===== src/rtl/fwss_pkg.sv =====
// ----------------------------------------------------------------------------
// Fixed-weight sign sampler package
// Shared widths, coefficient codes and the structs passed between the
// sampler core and the top level.
// ----------------------------------------------------------------------------
package fwss_pkg;

  // Default number of nonzero coefficients in one vector.
  localparam int unsigned WEIGHT_DEFAULT = 60;

  // Field widths of one word.
  localparam int unsigned BYTE_W  = 8;
  localparam int unsigned COEF_W  = 2;
  localparam int unsigned COUNT_W = 8;
  localparam int unsigned NUM_POS = 256;

  // Packed output data width, rounded up to whole bytes.
  localparam int unsigned OUT_DATA_W = ((BYTE_W + COEF_W + 7) / 8) * 8;

  // Two's-complement coefficient codes.
  localparam logic signed [COEF_W-1:0] COEF_PLUS  = 2'sb01;
  localparam logic signed [COEF_W-1:0] COEF_MINUS = 2'sb11;

  // One result word.
  typedef struct packed {
    logic [BYTE_W-1:0]        position;
    logic signed [COEF_W-1:0] coefficient;
    logic                     last;
  } result_t;

  // Progress of the current vector.
  typedef struct packed {
    logic               done;
    logic [COUNT_W-1:0] count;
  } status_t;

endpackage


===== src/rtl/fixed_weight_sign_sampler.sv =====
// ----------------------------------------------------------------------------
// Fixed-weight sign sampler
// Turns a stream of pseudo-random bytes into WEIGHT distinct positions with
// +1 or -1 coefficients.
// ----------------------------------------------------------------------------
// Each input word is captured in an input register, run through the bitmap
// check and sign selection, and any result lands in an output register, so
// one word can be accepted per clock while the output is not stalled. The
// first (WEIGHT>>3)+1 words of a vector are sign bytes and give no result;
// later words are positions, and a repeated position is dropped. The word
// that completes the vector carries tlast; words after it are dropped until
// one arrives with tuser set, which starts a new vector with that word as
// its first sign byte. After reset the block behaves as if a start had just
// been requested.
module fixed_weight_sign_sampler #(
  parameter int unsigned WEIGHT = fwss_pkg::WEIGHT_DEFAULT
) (
  input  logic                              clk,
  input  logic                              rst,
  // Input words.
  input  logic                              s_axis_tvalid,
  output logic                              s_axis_tready,
  input  logic [fwss_pkg::BYTE_W-1:0]       s_axis_tdata,  // [7:0] rand_byte
  input  logic                              s_axis_tuser,  // [0] start_req
  // Result words.
  output logic                              m_axis_tvalid,
  input  logic                              m_axis_tready,
  output logic [fwss_pkg::OUT_DATA_W-1:0]   m_axis_tdata,  // [7:0] position, [9:8] coefficient
  output logic                              m_axis_tlast   // last
);

  logic                          in_valid;
  logic [fwss_pkg::BYTE_W-1:0]   in_byte;
  logic                          in_start;
  logic                          out_valid;
  fwss_pkg::result_t             out_result;
  logic                          fire;
  logic                          emit;
  fwss_pkg::result_t             result;
  fwss_pkg::status_t             status;

  // The held word moves on when the output register is free or draining.
  assign fire          = in_valid && (!out_valid || m_axis_tready);
  assign s_axis_tready = !in_valid || fire;

  // Input register.
  always_ff @(posedge clk) begin
    if (rst) begin
      in_valid <= 1'b0;
    end else if (s_axis_tready) begin
      in_valid <= s_axis_tvalid;
    end
  end

  always_ff @(posedge clk) begin
    if (s_axis_tready && s_axis_tvalid) begin
      in_byte  <= s_axis_tdata;
      in_start <= s_axis_tuser;
    end
  end

  fwss_core #(
    .WEIGHT (WEIGHT)
  ) u_core (
    .clk       (clk),
    .rst       (rst),
    .step      (fire),
    .rand_byte (in_byte),
    .start_req (in_start),
    .emit      (emit),
    .result    (result),
    .status    (status)
  );

  // Output register.
  always_ff @(posedge clk) begin
    if (rst) begin
      out_valid <= 1'b0;
    end else if (fire && emit) begin
      out_valid <= 1'b1;
    end else if (m_axis_tready) begin
      out_valid <= 1'b0;
    end
  end

  always_ff @(posedge clk) begin
    if (fire && emit) begin
      out_result <= result;
    end
  end

  assign m_axis_tvalid = out_valid;
  assign m_axis_tdata  = {(fwss_pkg::OUT_DATA_W - fwss_pkg::BYTE_W - fwss_pkg::COEF_W)'(0),
                          out_result.coefficient, out_result.position};
  assign m_axis_tlast  = out_result.last;

  // The count never passes the weight.
  assert property (@(posedge clk) disable iff (rst)
    status.count <= fwss_pkg::COUNT_W'(WEIGHT))
    else $error("accepted count exceeds weight");

  // Emitting the last position closes the vector.
  assert property (@(posedge clk) disable iff (rst)
    fire && emit && result.last |=> status.done)
    else $error("vector not closed after last position");

  // A closed vector gives no result until a start request.
  assert property (@(posedge clk) disable iff (rst)
    in_valid && status.done && !in_start |-> !emit)
    else $error("result after vector completion");

endmodule


===== src/rtl/fwss_core.sv =====
// ----------------------------------------------------------------------------
// Fixed-weight sign sampler core
// Holds the occupancy bitmap, sign store and counters, and decides in one
// pass whether the presented byte is loaded, skipped or emitted.
// ----------------------------------------------------------------------------
module fwss_core #(
  parameter int unsigned WEIGHT = fwss_pkg::WEIGHT_DEFAULT
) (
  input  logic                          clk,
  input  logic                          rst,
  input  logic                          step,
  input  logic [fwss_pkg::BYTE_W-1:0]   rand_byte,
  input  logic                          start_req,
  output logic                          emit,
  output fwss_pkg::result_t             result,
  output fwss_pkg::status_t             status
);

  localparam int unsigned SIGN_BYTES = (WEIGHT >> 3) + 1;
  localparam int unsigned SIGN_IDX_W = (SIGN_BYTES > 1) ? $clog2(SIGN_BYTES) : 1;
  localparam int unsigned SIGN_CNT_W = $clog2(SIGN_BYTES + 1);
  localparam int unsigned CNT_HI_W   = fwss_pkg::COUNT_W - 3;

  logic [fwss_pkg::NUM_POS-1:0]  occupied_map;
  logic [fwss_pkg::BYTE_W-1:0]   sign_store [SIGN_BYTES];
  logic [SIGN_CNT_W-1:0]         sign_bytes_loaded;
  logic [fwss_pkg::COUNT_W-1:0]  accepted_count;
  logic                          vector_done;

  logic                          eff_done;
  logic [SIGN_CNT_W-1:0]         eff_loaded;
  logic [fwss_pkg::COUNT_W-1:0]  eff_count;
  logic                          occupied;
  logic                          loading;
  logic [CNT_HI_W-1:0]           count_hi;
  logic [SIGN_IDX_W-1:0]         rd_idx;
  logic [fwss_pkg::BYTE_W-1:0]   sign_byte;
  logic                          sign_bit;
  logic [fwss_pkg::COUNT_W-1:0]  count_inc;

  // A start request clears the vector state before this byte is handled.
  always_comb begin
    eff_done   = vector_done && !start_req;
    eff_loaded = start_req ? '0 : sign_bytes_loaded;
    eff_count  = start_req ? '0 : accepted_count;
    occupied   = start_req ? 1'b0 : occupied_map[rand_byte];
    loading    = eff_loaded < SIGN_CNT_W'(SIGN_BYTES);
    emit       = !eff_done && !loading && !occupied;
  end

  // Pick the sign bit for this acceptance, most significant bit first.
  always_comb begin
    count_hi  = eff_count[fwss_pkg::COUNT_W-1:3];
    rd_idx    = (count_hi >= CNT_HI_W'(SIGN_BYTES - 1)) ? SIGN_IDX_W'(SIGN_BYTES - 1)
                                                       : count_hi[SIGN_IDX_W-1:0];
    sign_byte = sign_store[rd_idx];
    sign_bit  = sign_byte[~eff_count[2:0]];
    count_inc = eff_count + 1'b1;
  end

  // Result word for an accepted position.
  always_comb begin
    result.position    = rand_byte;
    result.coefficient = sign_bit ? fwss_pkg::COEF_PLUS : fwss_pkg::COEF_MINUS;
    result.last        = (count_inc == fwss_pkg::COUNT_W'(WEIGHT));
  end

  assign status.done  = vector_done;
  assign status.count = accepted_count;

  // Bitmap and counters.
  always_ff @(posedge clk) begin
    if (rst) begin
      occupied_map      <= '0;
      sign_bytes_loaded <= '0;
      accepted_count    <= '0;
      vector_done       <= 1'b0;
    end else if (step) begin
      if (start_req) begin
        occupied_map <= '0;
      end
      if (emit) begin
        occupied_map[rand_byte] <= 1'b1;
      end
      if (!eff_done && loading) begin
        sign_bytes_loaded <= SIGN_CNT_W'(eff_loaded + 1'b1);
      end else begin
        sign_bytes_loaded <= eff_loaded;
      end
      accepted_count <= emit ? count_inc : eff_count;
      vector_done    <= eff_done || (emit && result.last);
    end
  end

  // Sign store is written before it is read, so it needs no reset.
  always_ff @(posedge clk) begin
    if (step && !eff_done && loading) begin
      sign_store[eff_loaded[SIGN_IDX_W-1:0]] <= rand_byte;
    end
  end

endmodule

===== config.mk =====
export PLATFORM = sky130hd
export DESIGN_NAME = fixed_weight_sign_sampler
export DESIGN_NICKNAME = d
export VERILOG_FILES = /design/src/rtl/fwss_pkg.sv /design/src/rtl/fixed_weight_sign_sampler.sv /design/src/rtl/fwss_core.sv
export SDC_FILE = /design/constraint.sdc
export NUM_CORES = 1
export LEC_CHECK = 0
export ABC_AREA = 1
export BUFFER_PORTS_ARGS = -buffer_cell sky130_fd_sc_hd__buf_2
export CAP_MARGIN = 5
export CORE_MARGIN = 4
export CORE_UTILIZATION = 40
export DETAILED_ROUTE_END_ITERATION = 12
export PLACE_DENSITY = 0.62
export SYNTH_ARGS = -nofsm -noshare
export SYNTH_HDL_FRONTEND = slang
export SYNTH_HIERARCHICAL = 1
export SYNTH_SLANG_ARGS = --single-unit

===== constraint.sdc =====
create_clock -name clk -period 3.5 [get_ports clk]
set_clock_uncertainty 0.2 [all_clocks]
set_input_delay 0.7 -clock clk [delete_from_list [all_inputs] [get_ports clk]]
set_output_delay 0.7 -clock clk [all_outputs]
set_load 0.05 [all_outputs]

==> results of run 1 <==
[sequential cells by signal (all words and copies together) (netlist names)]
name	count
in_start	1
u_core/sign_store	64
u_core/sign_bytes_loaded	4
m_axis_tvalid	1
u_core/occupied_map	256
in_valid	1
u_core/accepted_count	8
in_byte	8
m_axis_tlast	1
m_axis_tdata	10
u_core/vector_done	1
[placed cells by master (no fill, tap or decap), types with 2 or more instances in the layout]
cell and instances:
nand3_1 53, buf_12 20, o21ai_0 19, bufinv_16 2, ha_1 3, nand2_1 1180
inv_1 49, xnor2_1 2, dfxtp_1 271, a21oi_1 274, clkinv_2 4, nand2_4 2
o211ai_1 8, o211a_1 2, nor3_1 11, buf_2 24, nand4_1 4, o22ai_1 16
o21ai_1 10, clkbuf_8 4, xor2_1 3, nor2_1 348, nor2_2 4, conb_1 7
a22oi_1 4, clkbuf_16 41, buf_4 62, nor2_4 2, edfxtp_1 84, nand3b_1 2
clkbuf_1 22
[path summary, 6_finish.rpt]
path / startpoint / end / slack [ns]
worst max-delay path: in_byte[0] / m_axis_tdata[9] / 0.31
worst min-delay path: s_axis_tdata[7] / in_byte[7] / 0.09
worst max register to register: in_byte[0] / m_axis_tdata[9] / 0.31
worst min register to register: u_core/occupied_map[24] / u_core/occupied_map[24] / 0.26
[where the power goes]
group | total, mW | leakage (nW) | switching [mW] | internal, mW
Combinational | 0.515 | 3.60 | 0.410 | 0.105
Clock | 4.19 | 0.627 | 1.76 | 2.43
Sequential | 4.23 | 2.95 | 0.0161 | 4.21
[cell type report]
type	instances	area [sq um]	share of cell area
sequential	355	7950	0.415
clock buffer	66	1150	0.0600
timing repair buffer	107	1000	0.0522
inverter	51	193	0.0101
tap	539	674	0.0352
multi-input combinational	1957	8030	0.419
clock inverter	10	154	0.00804
[per-stage QoR]
step / setup slack [ns] / total power [mW] / utilization / hold slack (ns)
final: 0.313 / 8.93 / 0.455 / 0.0929
after global routing: 0.0879 / 9.21 / 0.455 / 0.0749
after CTS: 0.316 / 9.01 / 0.455 / 0.0626
after detailed placement: 0.334 / 4.82 / 0.424 / 0.255
after global placement: 0.323 / 4.82 / 0.424 / 0.251
after floorplan: 0.0438 / 4.62 / - / 0.245
[per-layer routing]
metal	track usage	wire length, um	vias up
li1	-	-	7929
met1	0.295	23000	7622
met2	0.357	24200	560
met3	0.0370	3700	96
met4	0.0670	1320	0
met5	0	0	-
[worst reg2reg max path, cell delays in order, from the launching register on]
cell and delay [ns]:
edfxtp_1 0.52, clkinv_2 0.17, buf_12 0.26, nand2_1 0.11, nand2_1 0.07, nand2_1 0.06
nand2_1 0.05, nand2_1 0.06, nand2_1 0.11, o21ai_1 0.15, nand2_1 0.10, nor2_1 0.15
nor2_1 0.09, nor2_4 0.12, nand2_4 0.10, inv_1 0.11, inv_1 0.07, nor3_1 0.17
buf_4 0.23
==> results by group, run 1 <==
STA
  – Relative slew margins: 0.275
  – Final hold violation count: 0
  – Tcrit/Tclk final: 0.911
  – Min cycle time layout: 3.19 ns
  – Final setup vio count: 0
  – Total negative slack: 0 ns
  – RSZ-0062 raised after global routing: no
  – Final Max Tran Viols: 0
  – Achievable Freq: 314 MHz
  – Worst-Margin Slew: 1.09 ns

Global route
  – GRT overflow: 0
  – First-pass GRT wire length: 82.1 mm
  – Initial antenna violation count: 1
  – GRT Total Usage: 0.217
  – Largest net degree at the start of global routing: 97
  – Vias in the first global route: 14900

Detailed routing
  – WL final: 52.2 mm
  – Drt first-iter violations: 1521
  – Vias per inst: 5.25
  – # DRC: 0
  – Antenna viol nets, final: 0
  – Vias post-DR: 16200
  – Wire length per cell: 16.9 um
  – Drt pass-1 iters: 6

Final layout
  – Ant diodes: 0
  – Post-route cell area: 19200 sq um
  – Fillers: 4240
  – Layout Cells excl Fill: 3085
  – Layout area overhead: 11.9%
  – Nets: 2529
  – Share of cells above drive strength 1: 0.0672

Floorplan
  – Rows: 75
  – Die Y-Extent: 215 um
  – Die width: 215 um
  – Starting Density: 0.406
  – Core area: 42100 sq um
  – I/O pin cnt: 32
  – Total die area: 46100 sq um

CTS
  – Htree depth: 2
  – Skew-Pair Late Insertion Delay: 0.58 ns
  – Post-cts sizing count: 0
  – Num CTS Buffers: 41
  – CTS sink cnt: 355
  – Maximum buffer depth of the clock tree: 3
  – Root buf cell: clkbuf_16
  – CTS tree: built
  – Post-CTS Repair Setup Buffers: 0
  – Clk pin slew, worst setup/hold paths: 0.06 ns
  – Post-CTS Hold Fix Bufs: 0

Yosys
  – Ys Warns: 6
  – Average size of a mapped cell: 6.71 sq um
  – Mapped Area: 17100 sq um
  – Cells after synthesis: 2550

Pwr
  – Maximum vdd ir drop: 0.337 mV
  – Power density over cell area: 466 nW/um^2
  – P_leak: 7.18 nW

Worst hold path
  – Hold WC Path Type: primary input to register
  – Hold depth: 1

Placement
  – Port Buffers: 25
  – RePlAce Congestion: 0.879
  – Dpl cells: 3009
  – Detail Placement HPWL: 30.7 mm
  – Cell area after placement: 17800 sq um

Critical path
  – WS Path Type: register to register
  – Crit. End Element: register
  – CP peak stage delay: 0.52 ns
  – Stages on worst setup path: 18
  – CP cell instances: clkinv_2 > buf_12 > nand2_1 > nand2_1 > nand2_1 > nand2_1 > nand2_1 > nand2_1 > o21ai_1 > nand2_1 > nor2_1 > nor2_1 > nor2_4 > nand2_4 > inv_1 > inv_1 > nor3_1 > buf_4
  – Type of origin of the critical path: register
  – Worst-path maximum fanout: 65
  – Reg2Reg Depth: 18
  – CP max stage cell: edfxtp_1
  – Worst EP required: 3.58 ns
  – Buffer and inverter count on the worst path: 5
  – Most Frequent Cell on Critical Path: nand2_1
  – Critical Path AT: 3.27 ns
  – Delay-heaviest family, CP: simple AND/OR/NAND/NOR gates

Job
  – Max Cap Viol: 0

Outcome
  – Status: completed
Power figures use the tool's default switching activity.
==> inputs of run 2 (changes only) <==
--- a/config.mk
+++ b/config.mk
@@ -11,7 +11,7 @@
 export CORE_MARGIN = 4
 export CORE_UTILIZATION = 40
 export DETAILED_ROUTE_END_ITERATION = 12
-export PLACE_DENSITY = 0.62
+export PLACE_DENSITY_LB_ADDON = 0.15
 export SYNTH_ARGS = -nofsm -noshare
 export SYNTH_HDL_FRONTEND = slang
 export SYNTH_HIERARCHICAL = 1
==> run 2 against run 1 <==
Worst setup slack worse by 0.10 ns. Sequential share of layout area fell by 0.27 points. Die area did not move.
==> results by group, run 2 (synthesis results as in run 1) <==
CTS
  – Num CTS Buffers: 41
  – Root buf cell: clkbuf_16
  – Post-CTS Hold Fix Bufs: 0
  – Clk pin slew, worst setup/hold paths: 0.06 ns
  – Htree depth: 2
  – Maximum buffer depth of the clock tree: 3
  – Skew-Pair Late Insertion Delay: 0.57 ns
  – CTS tree: built
  – CTS sink cnt: 355

Floorplan
  – Total die area: 46100 sq um
  – Die Y-Extent: 215 um
  – Starting Density: 0.406
  – I/O pin cnt: 32
  – Rows: 75
  – Core area: 42100 sq um
  – Die width: 215 um

Final layout
  – Most frequent cells in the layout: nand2_1 (1179), nor2_1 (347), a21oi_1 (274)
  – Fillers: 4294
  – Area of the multi-input gates: 8070 sq um
  – Sequential cell area: 7950 sq um
  – Layout area overhead: 12.7%
  – Commonest non-fill, non-tap cell in the layout: nand2_1
  – Nets: 2540
  – Largest Register: u_core/occupied_map
  – Share of cells above drive strength 1: 0.0724
  – Largest register FFs: 256
  – Ant diodes: 0

Placement
  – Port Buffers: 25
  – Detail Placement HPWL: 31.9 mm
  – RePlAce Congestion: 0.810

Global route
  – First-pass GRT wire length: 84.4 mm
  – Vias in the first global route: 14800
  – Initial antenna violation count: 0
  – GRT Total Usage: 0.226
  – GRT overflow: 0
  – Largest net degree at the start of global routing: 106

Detailed routing
  – Vias post-DR: 15900
  – Drt pass-1 iters: 5
  – Vias per inst: 5.14
  – WL final: 54.1 mm
  – Antenna viol nets, final: 0
  – Drt first-iter violations: 1471
  – # DRC: 0
  – Wire length per cell: 17.5 um

Job
  – Max Cap Viol: 0

Critical path
  – WS Path Type: register to register
  – CP peak stage delay: 0.48 ns
  – Reg2Reg Depth: 19
  – Type of origin of the critical path: register
  – Worst-path maximum fanout: 14
  – Most Frequent Cell on Critical Path: nand2_1
  – CP max stage cell: edfxtp_1
  – Worst EP required: 3.58 ns
  – Critical Path AT: 3.37 ns
  – CP cell instances: buf_12 > nand2_1 > inv_1 > buf_4 > nand2_1 > nand2_1 > o21ai_1 > nand2_1 > nor2_1 > nor2_1 > nor2_1 > nand3_2 > nor2_4 > nand2_4 > buf_4 > inv_1 > inv_1 > nor3_4 > buf_6
  – Crit. End Element: register

Pwr
  – Seq pwr share: 0.476
  – Clock share of power: 0.462
  – Logic pwr share: 0.062
  – Net Sw Power: 2.17 mW
  – Int Pwr: 6.70 mW
  – P_leak: 7.23 nW
  – Switch share: 0.244
  – Power density over cell area: 460 nW/um^2
  – Maximum vdd ir drop: 0.358 mV

STA
  – Final hold slack: 0.111 ns
  – Total negative slack: 0 ns
  – Tcrit/Tclk final: 0.940
  – Worst-Margin Slew: 1.14 ns
  – Relative slew margins: 0.240
  – Achievable Freq: 304 MHz
  – RSZ-0062 raised after global routing: no
  – Final hold violation count: 0
  – Final Max Tran Viols: 0
  – Min cycle time layout: 3.29 ns
  – Final setup vio count: 0

Worst hold path
  – Hold depth: 1
  – Hold WC Path Type: primary input to register

Outcome
  – Status: completed
## run 2: worst max-delay path: cells and delay by family, from the launching register on
kind                   cells  cell delay (ns)
and+or+nand+nor           11             1.21
buffers and inverters      7             0.96
DFF                        1             0.48
AOI/OAI and AO/OA          1             0.16
## run 2: metrics by stage
stage / cell area [sq um] / util / instances / total power, mW / setup WS [ns]
floorplan: 17100 / - / 2555 / 4.62 / 0.0438
global placement: 17900 / 0.425 / 3016 / 4.86 / 0.155
detailed placement: 17900 / 0.425 / 3016 / 4.86 / 0.106
CTS: 19200 / 0.455 / 3092 / 8.98 / 0.0926
global route: 19300 / 0.458 / 3096 / 9.17 / 0.00850
finish: 19300 / 0.458 / 3096 / 8.87 / 0.209
## run 2: final cells by class
class,count,area share
clock buffers,67,0.0631
inverters,51,0.00999
multi-input cells,1958,0.418
well taps,539,0.0350
flip-flops and latches,355,0.412
clock inverters,9,0.00240
repair buffers,117,0.0589
## run 2: path summary, 6_finish.rpt
kind / endpoint / slack [ns] / start
max: m_axis_tdata[4] / 0.21 / in_byte[0]
max reg2reg: m_axis_tdata[4] / 0.21 / in_byte[0]
min: in_byte[7] / 0.11 / s_axis_tdata[7]
min reg2reg: u_core/occupied_map[100] / 0.26 / u_core/occupied_map[100]
## run 2: power groups by stage
stage          Clock, mW  Combinational [mW]  Sequential (mW)
3_5_place_dp           0               0.545             4.31
3_3_place_gp           0               0.545             4.31
6_report            4.10               0.547             4.22
5_1_grt             4.36               0.583             4.22
2_1_floorplan          0               0.310             4.31
4_1_cts             4.21               0.547             4.22
## run 2: per-layer routing
layer	wire, um	GRT usage	vias up
li1	-	-	7946
met1	24700	0.311	7491
met2	25400	0.372	400
met3	2610	0.0291	75
met4	1460	0.0743	0
met5	0	0	-
## run 2: repair_timing
item / in CTS / in global routing
setup buffers: 0 / 2
setup endpoints to repair: 0 / 250
gates resized for setup: 0 / 13
==> inputs of run 3 (changes only) <==
--- a/config.mk
+++ b/config.mk
@@ -5,7 +5,7 @@
 export SDC_FILE = /design/constraint.sdc
 export NUM_CORES = 1
 export LEC_CHECK = 0
-export ABC_AREA = 1
+export ABC_AREA = 0
 export BUFFER_PORTS_ARGS = -buffer_cell sky130_fd_sc_hd__buf_2
 export CAP_MARGIN = 5
 export CORE_MARGIN = 4
==> run 3 against run 2 <==
Critical path depth is 9 lower. Critical endpoint is now m_axis_tdata[2]. Combinational power decreased by 33%. Highest routed layer unchanged. Final cell count is 37% lower. Power down 2.6%.
==> results by group, run 3 <==
Outcome
  – Status: completed

Critical path
  – Reg2Reg Depth: 10
  – FF-to-FF Start: in_byte[0]
  – Worst EP required: 3.56 ns
  – Worst-path maximum fanout: 14
  – Critical path origin: in_byte[0]
  – Crit. End Element: register
  – Worst R2R Setup Slack: 0.22 ns
  – Critical Path AT: 3.34 ns
  – FF-to-FF End: m_axis_tdata[2]
  – Type of origin of the critical path: register
  – WS Path Type: register to register

Final layout
  – Nets: 1471
  – Finished Core Util: 0.469
  – Layout Cells excl Fill: 1946
  – Sequential cell area: 7950 sq um
  – Largest Register: u_core/occupied_map
  – Area of the multi-input gates: 5950 sq um
  – Layout area overhead: 15.5%
  – Fillers: 3365
  – Largest register FFs: 256
  – Share of cells above drive strength 1: 0.146
  – Most frequent cells in the layout: nand2_1 (346), dfxtp_1 (271), o21ai_0 (195)
  – Commonest non-fill, non-tap cell in the layout: nand2_1

STA
  – Min cycle time layout: 3.28 ns
  – Worst-Margin Slew: 0.670 ns
  – Achievable Freq: 305 MHz
  – Final hold violation count: 0
  – Fin worst setup slack: 0.219 ns
  – Relative slew margins: 0.553
  – Final Max Tran Viols: 0
  – Total negative slack: 0 ns
  – Final setup vio count: 0
  – RSZ-0062 raised after global routing: no
  – Tcrit/Tclk final: 0.937

Worst hold path
  – Hold depth: 1
  – Hold_sp: s_axis_tdata[5]
  – Hold Crit Endpoint: in_byte[5]
  – Hold WC Path Type: primary input to register

Detailed routing
  – Wire length per cell: 18.8 um
  – Drt pass-1 iters: 5
  – WL final: 36.5 mm
  – Drt first-iter violations: 625
  – Vias per inst: 5.40
  – Vias post-DR: 10500
  – # DRC: 0
  – Antenna viol nets, final: 0

Pwr
  – P_leak: 5.75 nW
  – Maximum vdd ir drop: 0.394 mV
  – Power density over cell area: 517 nW/um^2
  – Net Sw Power: 1.89 mW
  – Switch share: 0.219
  – Int Pwr: 6.75 mW
  – Seq pwr share: 0.488
  – Clock share of power: 0.469
  – Power, Total: 8.64 mW
  – Logic pwr share: 0.043

Floorplan
  – Die width: 198 um
  – Die Y-Extent: 198 um
  – I/O pin cnt: 32
  – Starting Density: 0.406
  – Total die area: 39300 sq um
  – Rows: 69
  – Core area: 35700 sq um

CTS
  – Htree depth: 2
  – Root buf cell: clkbuf_16
  – CTS tree: built
  – Clk pin slew, worst setup/hold paths: 0.06 ns
  – Maximum buffer depth of the clock tree: 3
  – CTS sink cnt: 355
  – Skew-Pair Late Insertion Delay: 0.55 ns
  – Num CTS Buffers: 40

Placement
  – RePlAce Congestion: 0.766
  – Detail Placement HPWL: 22.1 mm
  – Port Buffers: 25
  – DP Worst Slack: 0.129 ns
  – Dpl cells: 1871

Yosys
  – Mapped Area: 14500 sq um
  – Average size of a mapped cell: 10.1 sq um
  – Cells after synthesis: 1433
  – Ys Warns: 6

Global route
  – Initial antenna violation count: 0
  – Largest net degree at the start of global routing: 149
  – First-pass GRT wire length: 57.8 mm
  – GRT overflow: 0
  – Vias in the first global route: 10100
  – GRT Total Usage: 0.185

Job
  – Max Cap Viol: 0
## run 3: changes by cell type in the layout (fill, tap and decap cells not counted), moves of 48 or more
cell,previous run,this run
o21ai_0,18,195
o21ai_1,11,59
mux4_2,0,48
nor2_1,347,31
a21oi_1,274,16
mux2i_1,0,68
nand2_1,1179,346
## run 3: timing repair
action                     4_1_cts  5_1_grt
hold buffers                     0        0
setup endpoints to repair        0      207
resized for setup                0        5
setup buffers                    0        1
## run 3: stage by stage
stage,area [sq um],hold slack [ns]
after detailed placement,15400,0.237
after global placement,15400,0.229
after floorplan,14500,0.220
after global routing,16700,0.0993
final,16700,0.124
after CTS,16600,0.0967
## run 3: power groups by stage
stage / combinational, mW / clock [mW] / sequential (mW)
finish: 0.367 / 4.05 / 4.22
CTS: 0.360 / 4.15 / 4.22
floorplan: 0.234 / 0 / 4.31
detailed placement: 0.359 / 0 / 4.31
global route: 0.395 / 4.33 / 4.22
global placement: 0.360 / 0 / 4.31
## run 3: worst max-delay path by stage
stage,end,slack (ns),depth (start not counted)
after floorplan,m_axis_tdata[0],0.06,13
after global placement,m_axis_tdata[0],0.15,11
after detailed placement,m_axis_tdata[2],0.13,11
after CTS,m_axis_tdata[9],0.12,11
after global routing,u_core/occupied_map[205],0.01,12
final,m_axis_tdata[2],0.22,10
## run 3: metal layers
metal	share of wire	global-route usage	routed length, um
met1	0.46	0.256	16800
met2	0.49	0.306	17800
met3	0.036	0.0299	1330
met4	0.018	0.0436	650
met5	0	0	0
## run 3: area by class of cell
type                            instances  area share
Tap cell                              461      0.0345
Sequential cell                       355       0.476
Clock inverter                         14     0.00928
Inverter                                7     0.00157
Timing Repair Buffer                   94      0.0564
Clock buffer                           57      0.0663
Antenna cell                            1    0.000150
Multi-Input combinational cell        957       0.356
## run 3: worst max-delay path, stage by stage (launching register included)
cell and delay [ns]:
edfxtp_1 0.43, buf_12 0.19, mux4_2 0.52, mux4_2 0.47, o211ai_1 0.18, o31ai_1 0.09
and4bb_1 0.29, buf_4 0.21, nand2_1 0.13, nor2b_4 0.14, buf_12 0.14
